<file path="src/design/mtwb_pkg.sv">
`default_nettype none
package mtwb_pkg;

    localparam int CHANNELS    = 4;
    localparam int COUNT_WIDTH = 16;
    localparam int CFG_WIDTH   = 16;
    localparam int CH_IDX_W    = (CHANNELS > 1) ? $clog2(CHANNELS) : 1;
    localparam int OP_W        = 2;
    localparam int CHAN_W      = 2;
    localparam int DATA_W      = 32;
    localparam int PADDR_W     = 4;

    localparam logic [CFG_WIDTH-1:0] DEFAULT_TIMEOUT = CFG_WIDTH'(100);

    localparam logic [OP_W-1:0] OP_TICK      = 2'd0;
    localparam logic [OP_W-1:0] OP_MESSAGE   = 2'd1;
    localparam logic [OP_W-1:0] OP_START_ALL = 2'd2;
    localparam logic [OP_W-1:0] OP_STOP_ALL  = 2'd3;

    // one word applied to every channel in the same cycle
    typedef struct packed {
        logic            en;
        logic [OP_W-1:0] op;
    } t_step;

endpackage
`default_nettype wire

</file>
<file path="src/design/mtwb_channel.sv">
`default_nettype none
module mtwb_channel (
    input  wire logic                          i_clk,
    input  wire logic                          i_rst_n,
    input  wire mtwb_pkg::t_step               i_step,
    input  wire logic                          i_sel,
    input  wire logic [mtwb_pkg::CFG_WIDTH-1:0] i_timeout,
    output logic                               o_alive_next,
    output logic                               o_expired
);
    import mtwb_pkg::*;

    logic [COUNT_WIDTH-1:0] r_cnt, n_cnt;
    logic                   r_run, n_run;
    logic                   r_alive, n_alive;

    always_comb begin
        n_cnt     = r_cnt;
        n_run     = r_run;
        n_alive   = r_alive;
        o_expired = 1'b0;
        if (i_step.en) begin
            unique case (i_step.op)
                OP_TICK: begin
                    if (r_run) begin
                        // a count of zero or one runs out on this tick
                        if (r_cnt <= COUNT_WIDTH'(1)) begin
                            n_cnt     = '0;
                            n_run     = 1'b0;
                            n_alive   = 1'b0;
                            o_expired = 1'b1;
                        end else begin
                            n_cnt = r_cnt - COUNT_WIDTH'(1);
                        end
                    end
                end
                OP_MESSAGE: begin
                    if (i_sel) begin
                        n_alive = 1'b1;
                        n_cnt   = COUNT_WIDTH'(i_timeout);
                        n_run   = 1'b1;
                    end
                end
                OP_START_ALL: begin
                    n_cnt = COUNT_WIDTH'(i_timeout);
                    n_run = 1'b1;
                end
                OP_STOP_ALL: begin
                    n_run = 1'b0;
                end
                default: begin
                    n_run = r_run;
                end
            endcase
        end
    end

    assign o_alive_next = n_alive;

    always_ff @(posedge i_clk) begin
        if (!i_rst_n) begin
            r_cnt   <= '0;
            r_run   <= 1'b0;
            r_alive <= 1'b1;
        end else begin
            r_cnt   <= n_cnt;
            r_run   <= n_run;
            r_alive <= n_alive;
        end
    end

endmodule
`default_nettype wire

</file>
<file path="src/design/message_timeout_watchdog_bank.sv">
// A word goes from the input register to the result register; all channel counters
// update in parallel in one pass, one word per cycle unless the result side stalls.
// The input side keeps taking words while a result waits, until both registers are full.
// Reset (synchronous, active low): all channels alive, all counters stopped at zero,
// timeouts back to 100 ticks, both pipeline registers empty.
`default_nettype none
module message_timeout_watchdog_bank (
    input  wire logic                             i_clk,
    input  wire logic                             i_rst_n,
    // input channel
    input  wire logic                             i_in_valid,
    output logic                                  o_in_stall,
    input  wire logic [mtwb_pkg::OP_W-1:0]        i_op,
    input  wire logic [mtwb_pkg::CHAN_W-1:0]      i_channel,
    // result channel
    output logic                                  o_out_valid,
    input  wire logic                             i_out_stall,
    output logic [mtwb_pkg::CHANNELS-1:0]         o_alive_mask,
    output logic [mtwb_pkg::CHANNELS-1:0]         o_expired_mask,
    // configuration
    input  wire logic                             psel,
    input  wire logic                             penable,
    input  wire logic                             pwrite,
    input  wire logic [mtwb_pkg::PADDR_W-1:0]     paddr,
    input  wire logic [mtwb_pkg::DATA_W-1:0]      pwdata,
    output logic [mtwb_pkg::DATA_W-1:0]           prdata,
    output logic                                  pready
);
    import mtwb_pkg::*;

    logic [CFG_WIDTH-1:0] r_timeout [CHANNELS];
    logic [PADDR_W-3:0]   w_reg_idx;
    logic                 w_cfg_wr;

    assign pready    = 1'b1;
    assign w_reg_idx = paddr[PADDR_W-1:2];
    assign w_cfg_wr  = psel && penable && pwrite;

    always_ff @(posedge i_clk) begin
        if (!i_rst_n) begin
            for (int i = 0; i < CHANNELS; i++) begin
                r_timeout[i] <= DEFAULT_TIMEOUT;
            end
        end else if (w_cfg_wr) begin
            for (int i = 0; i < CHANNELS; i++) begin
                if (32'(w_reg_idx) == i) begin
                    r_timeout[i] <= pwdata[CFG_WIDTH-1:0];
                end
            end
        end
    end

    always_comb begin
        prdata = '0;
        for (int i = 0; i < CHANNELS; i++) begin
            if (32'(w_reg_idx) == i) begin
                prdata = DATA_W'(r_timeout[i]);
            end
        end
    end

    // input register
    logic              r_in_valid;
    logic [OP_W-1:0]   r_op;
    logic [CHAN_W-1:0] r_ch;
    logic              w_adv;
    logic              w_in_acc;

    assign w_adv      = !o_out_valid || !i_out_stall;
    assign o_in_stall = r_in_valid && !w_adv;
    assign w_in_acc   = i_in_valid && !o_in_stall;

    always_ff @(posedge i_clk) begin
        if (!i_rst_n) begin
            r_in_valid <= 1'b0;
        end else if (w_in_acc) begin
            r_in_valid <= 1'b1;
        end else if (w_adv) begin
            r_in_valid <= 1'b0;
        end
    end

    always_ff @(posedge i_clk) begin
        if (w_in_acc) begin
            r_op <= i_op;
            r_ch <= i_channel;
        end
    end

    // channel bank
    t_step                w_step;
    logic [CHANNELS-1:0]  w_alive_next;
    logic [CHANNELS-1:0]  w_expired;

    assign w_step.en = r_in_valid && w_adv;
    assign w_step.op = r_op;

    for (genvar g = 0; g < CHANNELS; g++) begin : g_ch
        mtwb_channel u_ch (
            .i_clk        (i_clk),
            .i_rst_n      (i_rst_n),
            .i_step       (w_step),
            .i_sel        (32'(r_ch) == g),
            .i_timeout    (r_timeout[g]),
            .o_alive_next (w_alive_next[g]),
            .o_expired    (w_expired[g])
        );
    end

    // result register
    always_ff @(posedge i_clk) begin
        if (!i_rst_n) begin
            o_out_valid <= 1'b0;
        end else if (w_adv) begin
            o_out_valid <= r_in_valid;
        end
    end

    always_ff @(posedge i_clk) begin
        if (w_step.en) begin
            o_alive_mask   <= w_alive_next;
            o_expired_mask <= w_expired;
        end
    end

endmodule
`default_nettype wire

</file>
<file path="config.mk">
export PLATFORM = sky130hd
export DESIGN_NAME = message_timeout_watchdog_bank
export DESIGN_NICKNAME = d
export VERILOG_FILES = /design/src/design/mtwb_pkg.sv /design/src/design/mtwb_channel.sv /design/src/design/message_timeout_watchdog_bank.sv
export SDC_FILE = /design/constraint.sdc
export NUM_CORES = 1
export LEC_CHECK = 0
export BUFFER_PORTS_ARGS = -buffer_cell sky130_fd_sc_hd__buf_2
export CAP_MARGIN = 20
export CORE_MARGIN = 5
export CORE_UTILIZATION = 45
export CTS_CLUSTER_SIZE = 28
export DETAILED_ROUTE_END_ITERATION = 10
export PLACE_DENSITY = 0.73
export SLEW_MARGIN = 15
export SYNTH_ARGS = -nofsm -noshare
export SYNTH_HDL_FRONTEND = slang
export SYNTH_HIERARCHICAL = 1
export SYNTH_SLANG_ARGS = --single-unit
export TNS_END_PERCENT = 50
</file>
<file path="constraint.sdc">
create_clock -name i_clk -period 2.8 [get_ports i_clk]
set_input_delay 0.14 -clock i_clk [delete_from_list [all_inputs] [get_ports i_clk]]
set_output_delay 0.14 -clock i_clk [all_outputs]
set_load 0.01 [all_outputs]
</file>
==> results of run 1 <==
[area by class of cell]
class                           instances  area (um2)  area share (%)
Inverter                               38         143            1.48
Timing Repair Buffer                   88         553            5.73
Clock buffer                           23         490            5.08
Clock inverter                          9        91.3           0.946
Multi-Input combinational cell        634        4320            44.8
Tap cell                              234         293            3.03
Sequential cell                       150        3760            39.0
[synthesized netlist by cell type (14+ instances only)]
cell type and number:
nor2_1 32, nor4_1 22, dfxtp_1 74, ha_1 20, mux4_2 16, edfxtp_1 76
nor3_1 22, and3_1 61, nand2_1 75, or3_1 20, o21ai_0 32, a221oi_1 14
buf_4 19, nand3_1 37, a211oi_1 18, a31oi_1 16, inv_1 36, a21oi_1 47
o22ai_1 26, clkbuf_1 27
[layout by cell type, fill, tap and decap left out, types with 12 or more instances in the layout]
cell type	n
a32oi_1	12
buf_4	27
ha_1	20
buf_2	54
a211oi_1	18
mux4_2	16
clkbuf_16	19
dfxtp_1	74
nor3_1	22
conb_1	17
o22ai_1	26
nor2_1	32
a21oi_1	47
a31oi_1	16
or3_1	20
edfxtp_1	76
a221oi_1	14
nand2_1	75
nand3_1	37
nor4_1	22
and3_1	61
o21ai_0	28
inv_1	36
[flip-flops by register name, indices dropped and copies added, names as in the netlist]
register,cells
g_ch.u_ch/r_cnt,64
r_ch,2
o_out_valid,1
g_ch.u_ch/r_run,4
r_timeout,64
r_op,2
r_in_valid,1
o_alive_mask,4
o_expired_mask,4
g_ch.u_ch/r_alive,4
[routing by layer]
metal / part of all wire (%) / wire length (um) / global-route usage, % / up-vias
met3: 8.9 / 2080 / 4.97 / 32
li1: - / - / - / 3463
met1: 44 / 10300 / 30.8 / 3568
met5: 0 / 0 / 0 / -
met4: 2.2 / 521 / 6.57 / 0
met2: 45 / 10600 / 32.5 / 353
[timing repair]
item	in CTS	in global routing
hold buffers	6	0
buffers inserted	0	0
hold endpoints to repair	6	0
endpoints found under the setup margin	0	0
[logic make-up after synthesis]
logic type / share of synthesized area [%]
compound gates: 18.5
other cells: 0.0885
xor+xnor: 0.206
fa+ha+maj: 2.95
flops: 44.3
buf+inv: 5.47
mux: 4.77
simple gates: 23.7
[critical path: stages (launching register included)]
cell and delay, ps:
edfxtp_1 610, inv_1 130, ha_1 250, mux2_2 240, nand3_1 380, buf_4 330
a221oi_1 220, a211oi_1 110
[through the flow]
step / setup slack [ps] / hold WS, ps
after floorplan: 331 / 239
after global placement: 488 / 318
after detailed placement: 456 / 320
after CTS: 449 / 19.1
after global routing: 167 / 35.1
final: 419 / 41.8
[power breakdown]
group	internal (mW)	switching, mW	total, mW
combinational	0.496	0.779	1.27
sequential	2.42	0.127	2.54
clock	1.34	0.930	2.27
[how the worst max path moves through the flow]
stage                        endpoint  slack [ps]  cells after the start
3_5_place_dp   g_ch[0].u_ch/r_cnt[12]         460                      6
2_1_floorplan  g_ch[2].u_ch/r_cnt[13]         330                      5
4_1_cts         g_ch[1].u_ch/r_cnt[9]         450                      7
3_3_place_gp    g_ch[1].u_ch/r_cnt[9]         490                      7
5_1_grt        g_ch[0].u_ch/r_cnt[12]         170                      7
6_report        g_ch[1].u_ch/r_cnt[9]         420                      7
==> flow_summary.ini, run 1 <==
[outcome]
outcome = complete, no violations

[clock_network]
root_buffer = clkbuf_16
numCtsBuffers = 17
ctsResizeCount = 0
clockBufferDepth = 2
h-tree-depth = 4
cts_tree = done
clk_latency_ps = 440
clkTransAtPathRegs_ps = 60
clock-sinks = 150

[setup_path]
required_ps = 3110
crit_fanout = 13
cp-end-kind = flip-flop
reg2reg_slack_ps = 420
startpoint = r_op[0]
worstReg2RegEnd = g_ch[1].u_ch/r_cnt[9]
crit_type = flip-flop to flip-flop
worstPathArrival_ps = 2690
timing.rr.start = r_op[0]
reg2reg_depth = 7
startpoint_type = flip-flop

[sta]
finalHoldViolations = 0
tightest_slew_ps = 928
rsz0062_at_grt = no
finClkSkew_ps = 19.9
fin_setup_tns_ps = 0
min_period_ps = 2380
setup_violations = 0
fin_crit_sh_pct = 85.0
slew_violations = 0
max_clock_freq_mhz = 420
relSlewSlack_pct = 37.6

[logic_synthesis]
ys_warn_count = 6
synth_cell_types = 64
synth-edff-count = 76
synth_top_flop_cell = edfxtp_1
ys_seq_area_share_pct = 44.3
synth.area.top_cells = edfxtp_1 (27%), dfxtp_1 (17%), and3_1 (4.5%)
synth_top_area_share_pct = 26.9
synth_cells = 869
synth_area_mm2 = 0.00849
synth_area_per_cell_um2 = 9.77
ys_ff_latch = 150
synth_area_leader_cell = edfxtp_1
async_flop_share_pct = 0

[place]
post-place-cells = 1138
port_buffers = 54
hpwl_mm = 16.6
gp_congestion = 0.929
postPlaceCellArea_mm2 = 0.00901

[route]
antenna_left = 0
drt_first_pass_iters = 5
first_iter_violations = 761
vias = 7416
wl_per_cell_um = 20.0
post_drt_via_cell_ratio = 6.31
drc = 0
routed_wl_mm = 23.5

[finish]
drive_gt1_share_pct = 17.3
stdcell_area_mm2 = 0.00966
fin_cells = 1176
n_antenna_cell = 0
synthToLayoutAreaGrowth_pct = 13.7
nNetsFinal = 996
fin_util_pct = 51.8
nFillCells = 1677

[die]
die_width_um = 147
rows = 50
die_h_um = 147
dieArea_mm2 = 0.0217
io_pins = 90
core_area_mm2 = 0.0186
initial_core_util_pct = 45.5

[power]
p_total_mw = 6.08
leakage_nw = 3.84
irDropWorstVdd_v = 0.000386
power-per-cell-area_mw_per_mm2 = 630

[global_routing]
antenna_found_initial = 0
grt_max_degree = 53
grt_pass1_wl_mm = 37.0
grt_pass1_vias = 6633
grt_usage_pct = 21.5
overflow = 0

[min_path]
whs_path_depth = 2
holdPathEnd = r_timeout[0][6]
hold_start = pwdata[6]
worstHoldPathType = input port to flip-flop

[job]
cap_violations = 0
(Power assumes the default switching activity.)
==> run 2: changes to the inputs <==
--- a/config.mk
+++ b/config.mk
@@ -15,6 +15,5 @@
 export SLEW_MARGIN = 15
 export SYNTH_ARGS = -nofsm -noshare
 export SYNTH_HDL_FRONTEND = slang
-export SYNTH_HIERARCHICAL = 1
 export SYNTH_SLANG_ARGS = --single-unit
 export TNS_END_PERCENT = 50
==> run 2 against run 1 <==
  * Synthesized cell count is 2.0% lower
  * Global-route usage rose by 0.94 points
  * Combinational power up 10%
  * Area after synthesis is 3.6% lower
  * Clock power down 2%
  * Via count shrank 3.6%
  * Non-clock buffer count up 8
  * Final cell count is 1.4% lower
  * Critical path depth fell by 1
  * Sequential cell count unchanged
  * Critical path type unchanged
  * Largest power group unchanged
==> flow_summary.ini, run 2 <==
[outcome]
outcome = complete, no violations

[route]
first_iter_violations = 817
wl_per_cell_um = 20.2
post_drt_via_cell_ratio = 6.17
drt_first_pass_iters = 5
routed_wl_mm = 23.4
antenna_left = 0
drc = 0
vias = 7147

[logic_synthesis]
synth_top_flop_cell = edfxtp_1
async_flop_share_pct = 0
synthTopCellsByCount = nand2_1 (80), edfxtp_1 (76), dfxtp_1 (74), and2_1 (61), a21oi_1 (50)
ys_ff_latch = 150
synth-edff-count = 76
synth_area_leader_cell = edfxtp_1
post-synth-top-count-cell = nand2_1
synth_cells = 852
synth_top_area_share_pct = 27.9
synth.area.top_cells = edfxtp_1 (28%), dfxtp_1 (18%), and2_1 (4.7%)
ys_seq_area_share_pct = 46.0
synth_area_per_cell_um2 = 9.61
synth_area_mm2 = 0.00819
ys_warn_count = 0
synth_cell_types = 71

[job]
cap_violations = 0

[sta]
max_clock_freq_mhz = 408
rsz0062_at_grt = no
setup_violations = 0
slew_violations = 0
finClkSkew_ps = 11.4
hold_slack_ps = 17.0
worst_slack_ps = 347
min_period_ps = 2450
tightest_slew_ps = 693
fin_crit_sh_pct = 87.6
finalHoldViolations = 0
fin_setup_tns_ps = 0
relSlewSlack_pct = 53.8

[setup_path]
timing.rr.start = r_op[1]
reg2reg_slack_ps = 350
crit_path_top_delay_cell = ha_1
cp-end-kind = flip-flop
worstPathArrival_ps = 2750
startpoint = r_op[1]
required_ps = 3090
path_buf_inv = 1
path_cells = inv_1 -> ha_1 -> o21ai_0 -> and4b_1 -> nand2_1 -> o22ai_1
cp_num_cells = 6
startpoint_type = flip-flop
cp_top_family = simple AND/OR/NAND/NOR gates
reg2reg_depth = 6
crit_type = flip-flop to flip-flop
cpPeakStageDelay_ps = 560
crit_fanout = 14

[clock_network]
root_buffer = clkbuf_16
numCtsBuffers = 17
clock-sinks = 150
cts_tree = done
clockBufferDepth = 2
post_cts_buffers = 0
clkTransAtPathRegs_ps = 60
h-tree-depth = 4
clk_latency_ps = 430

[finish]
synthToLayoutAreaGrowth_pct = 14.4
stdcell_area_mm2 = 0.00937
nFillCells = 1612
final_cell_mix = nand2_1 (80), edfxtp_1 (76), dfxtp_1 (74)
multi_input_area_mm2 = 0.00407
reg_top3 = g_ch.u_ch.r_cnt x64, r_timeout x64
seqCellArea_mm2 = 0.00376
mostFrequentLayoutCell = nand2_1
nNetsFinal = 975
drive_gt1_share_pct = 16.8

[power]
power-per-cell-area_mw_per_mm2 = 664
p_total_mw = 6.22
irDropWorstVdd_v = 0.000554
leakage_nw = 3.44

[min_path]
whs_path_depth = 2
worstHoldPathType = input port to flip-flop
hold_start = pwdata[8]

[place]
gp_congestion = 0.898
postPlaceCellArea_mm2 = 0.00873
hpwl_mm = 16.6
port_buffers = 54
post-place-ws_ps = 395

[global_routing]
antenna_found_initial = 0
overflow = 0
grt_usage_pct = 22.4
grt_max_degree = 48
grt_pass1_vias = 6547
grt_pass1_wl_mm = 36.2

[die]
core_area_mm2 = 0.0180
initial_core_util_pct = 45.6
io_pins = 90
rows = 49
dieArea_mm2 = 0.0210
die_h_um = 145
die_width_um = 145
run 2: worst paths after layout:
path | to
min | r_timeout[0][8]
min reg2reg | g_ch[3].u_ch.r_cnt[13]
max reg2reg | g_ch[0].u_ch.r_cnt[5]
max | g_ch[0].u_ch.r_cnt[5]
run 2: cell type report:
cell class                      instances  area share [%]
Sequential cell                       150            40.2
Multi-Input combinational cell        629            43.4
Clock buffer                           18            4.58
Antenna cell                            1          0.0267
Clock inverter                         14            1.50
Tap cell                              229            3.06
Inverter                               22           0.882
Timing Repair Buffer                   96            6.38
run 2: layer usage:
metal	GRT usage, %	part of all wire (%)
met5	0	0
met4	7.07	2.4
met3	4.30	8.6
met2	34.9	46
met1	31.8	43
run 2: kinds of logic after synthesis:
logic type	Yosys count	share of synthesized area (%)
and+or+nand+nor	349	23.1
AOI/OAI and AO/OA	231	19.0
DFF	150	46.0
buffers and inverters	88	5.15
muxes	18	4.65
adders and majority gates	12	1.83
other	2	0.0917
xor gates and xnor gates	2	0.214
run 2: repair_timing:
item	4_1_cts	5_1_grt
hold buffers	6	0
endpoints found under the setup margin	0	0
hold endpoints to repair	6	0
resized for setup	0	0
run 2: power breakdown:
part / internal [mW] / total (mW) / switching (mW)
clock: 1.25 / 2.23 / 0.986
sequential: 2.43 / 2.58 / 0.150
combinational: 0.533 / 1.40 / 0.872
run 2: stage by stage:
step	instances	utilization, %
4_1_cts	1157	52.1
3_3_place_gp	1119	48.6
6_report	1159	52.1
5_1_grt	1158	52.1
2_1_floorplan	867	-
3_5_place_dp	1119	48.6
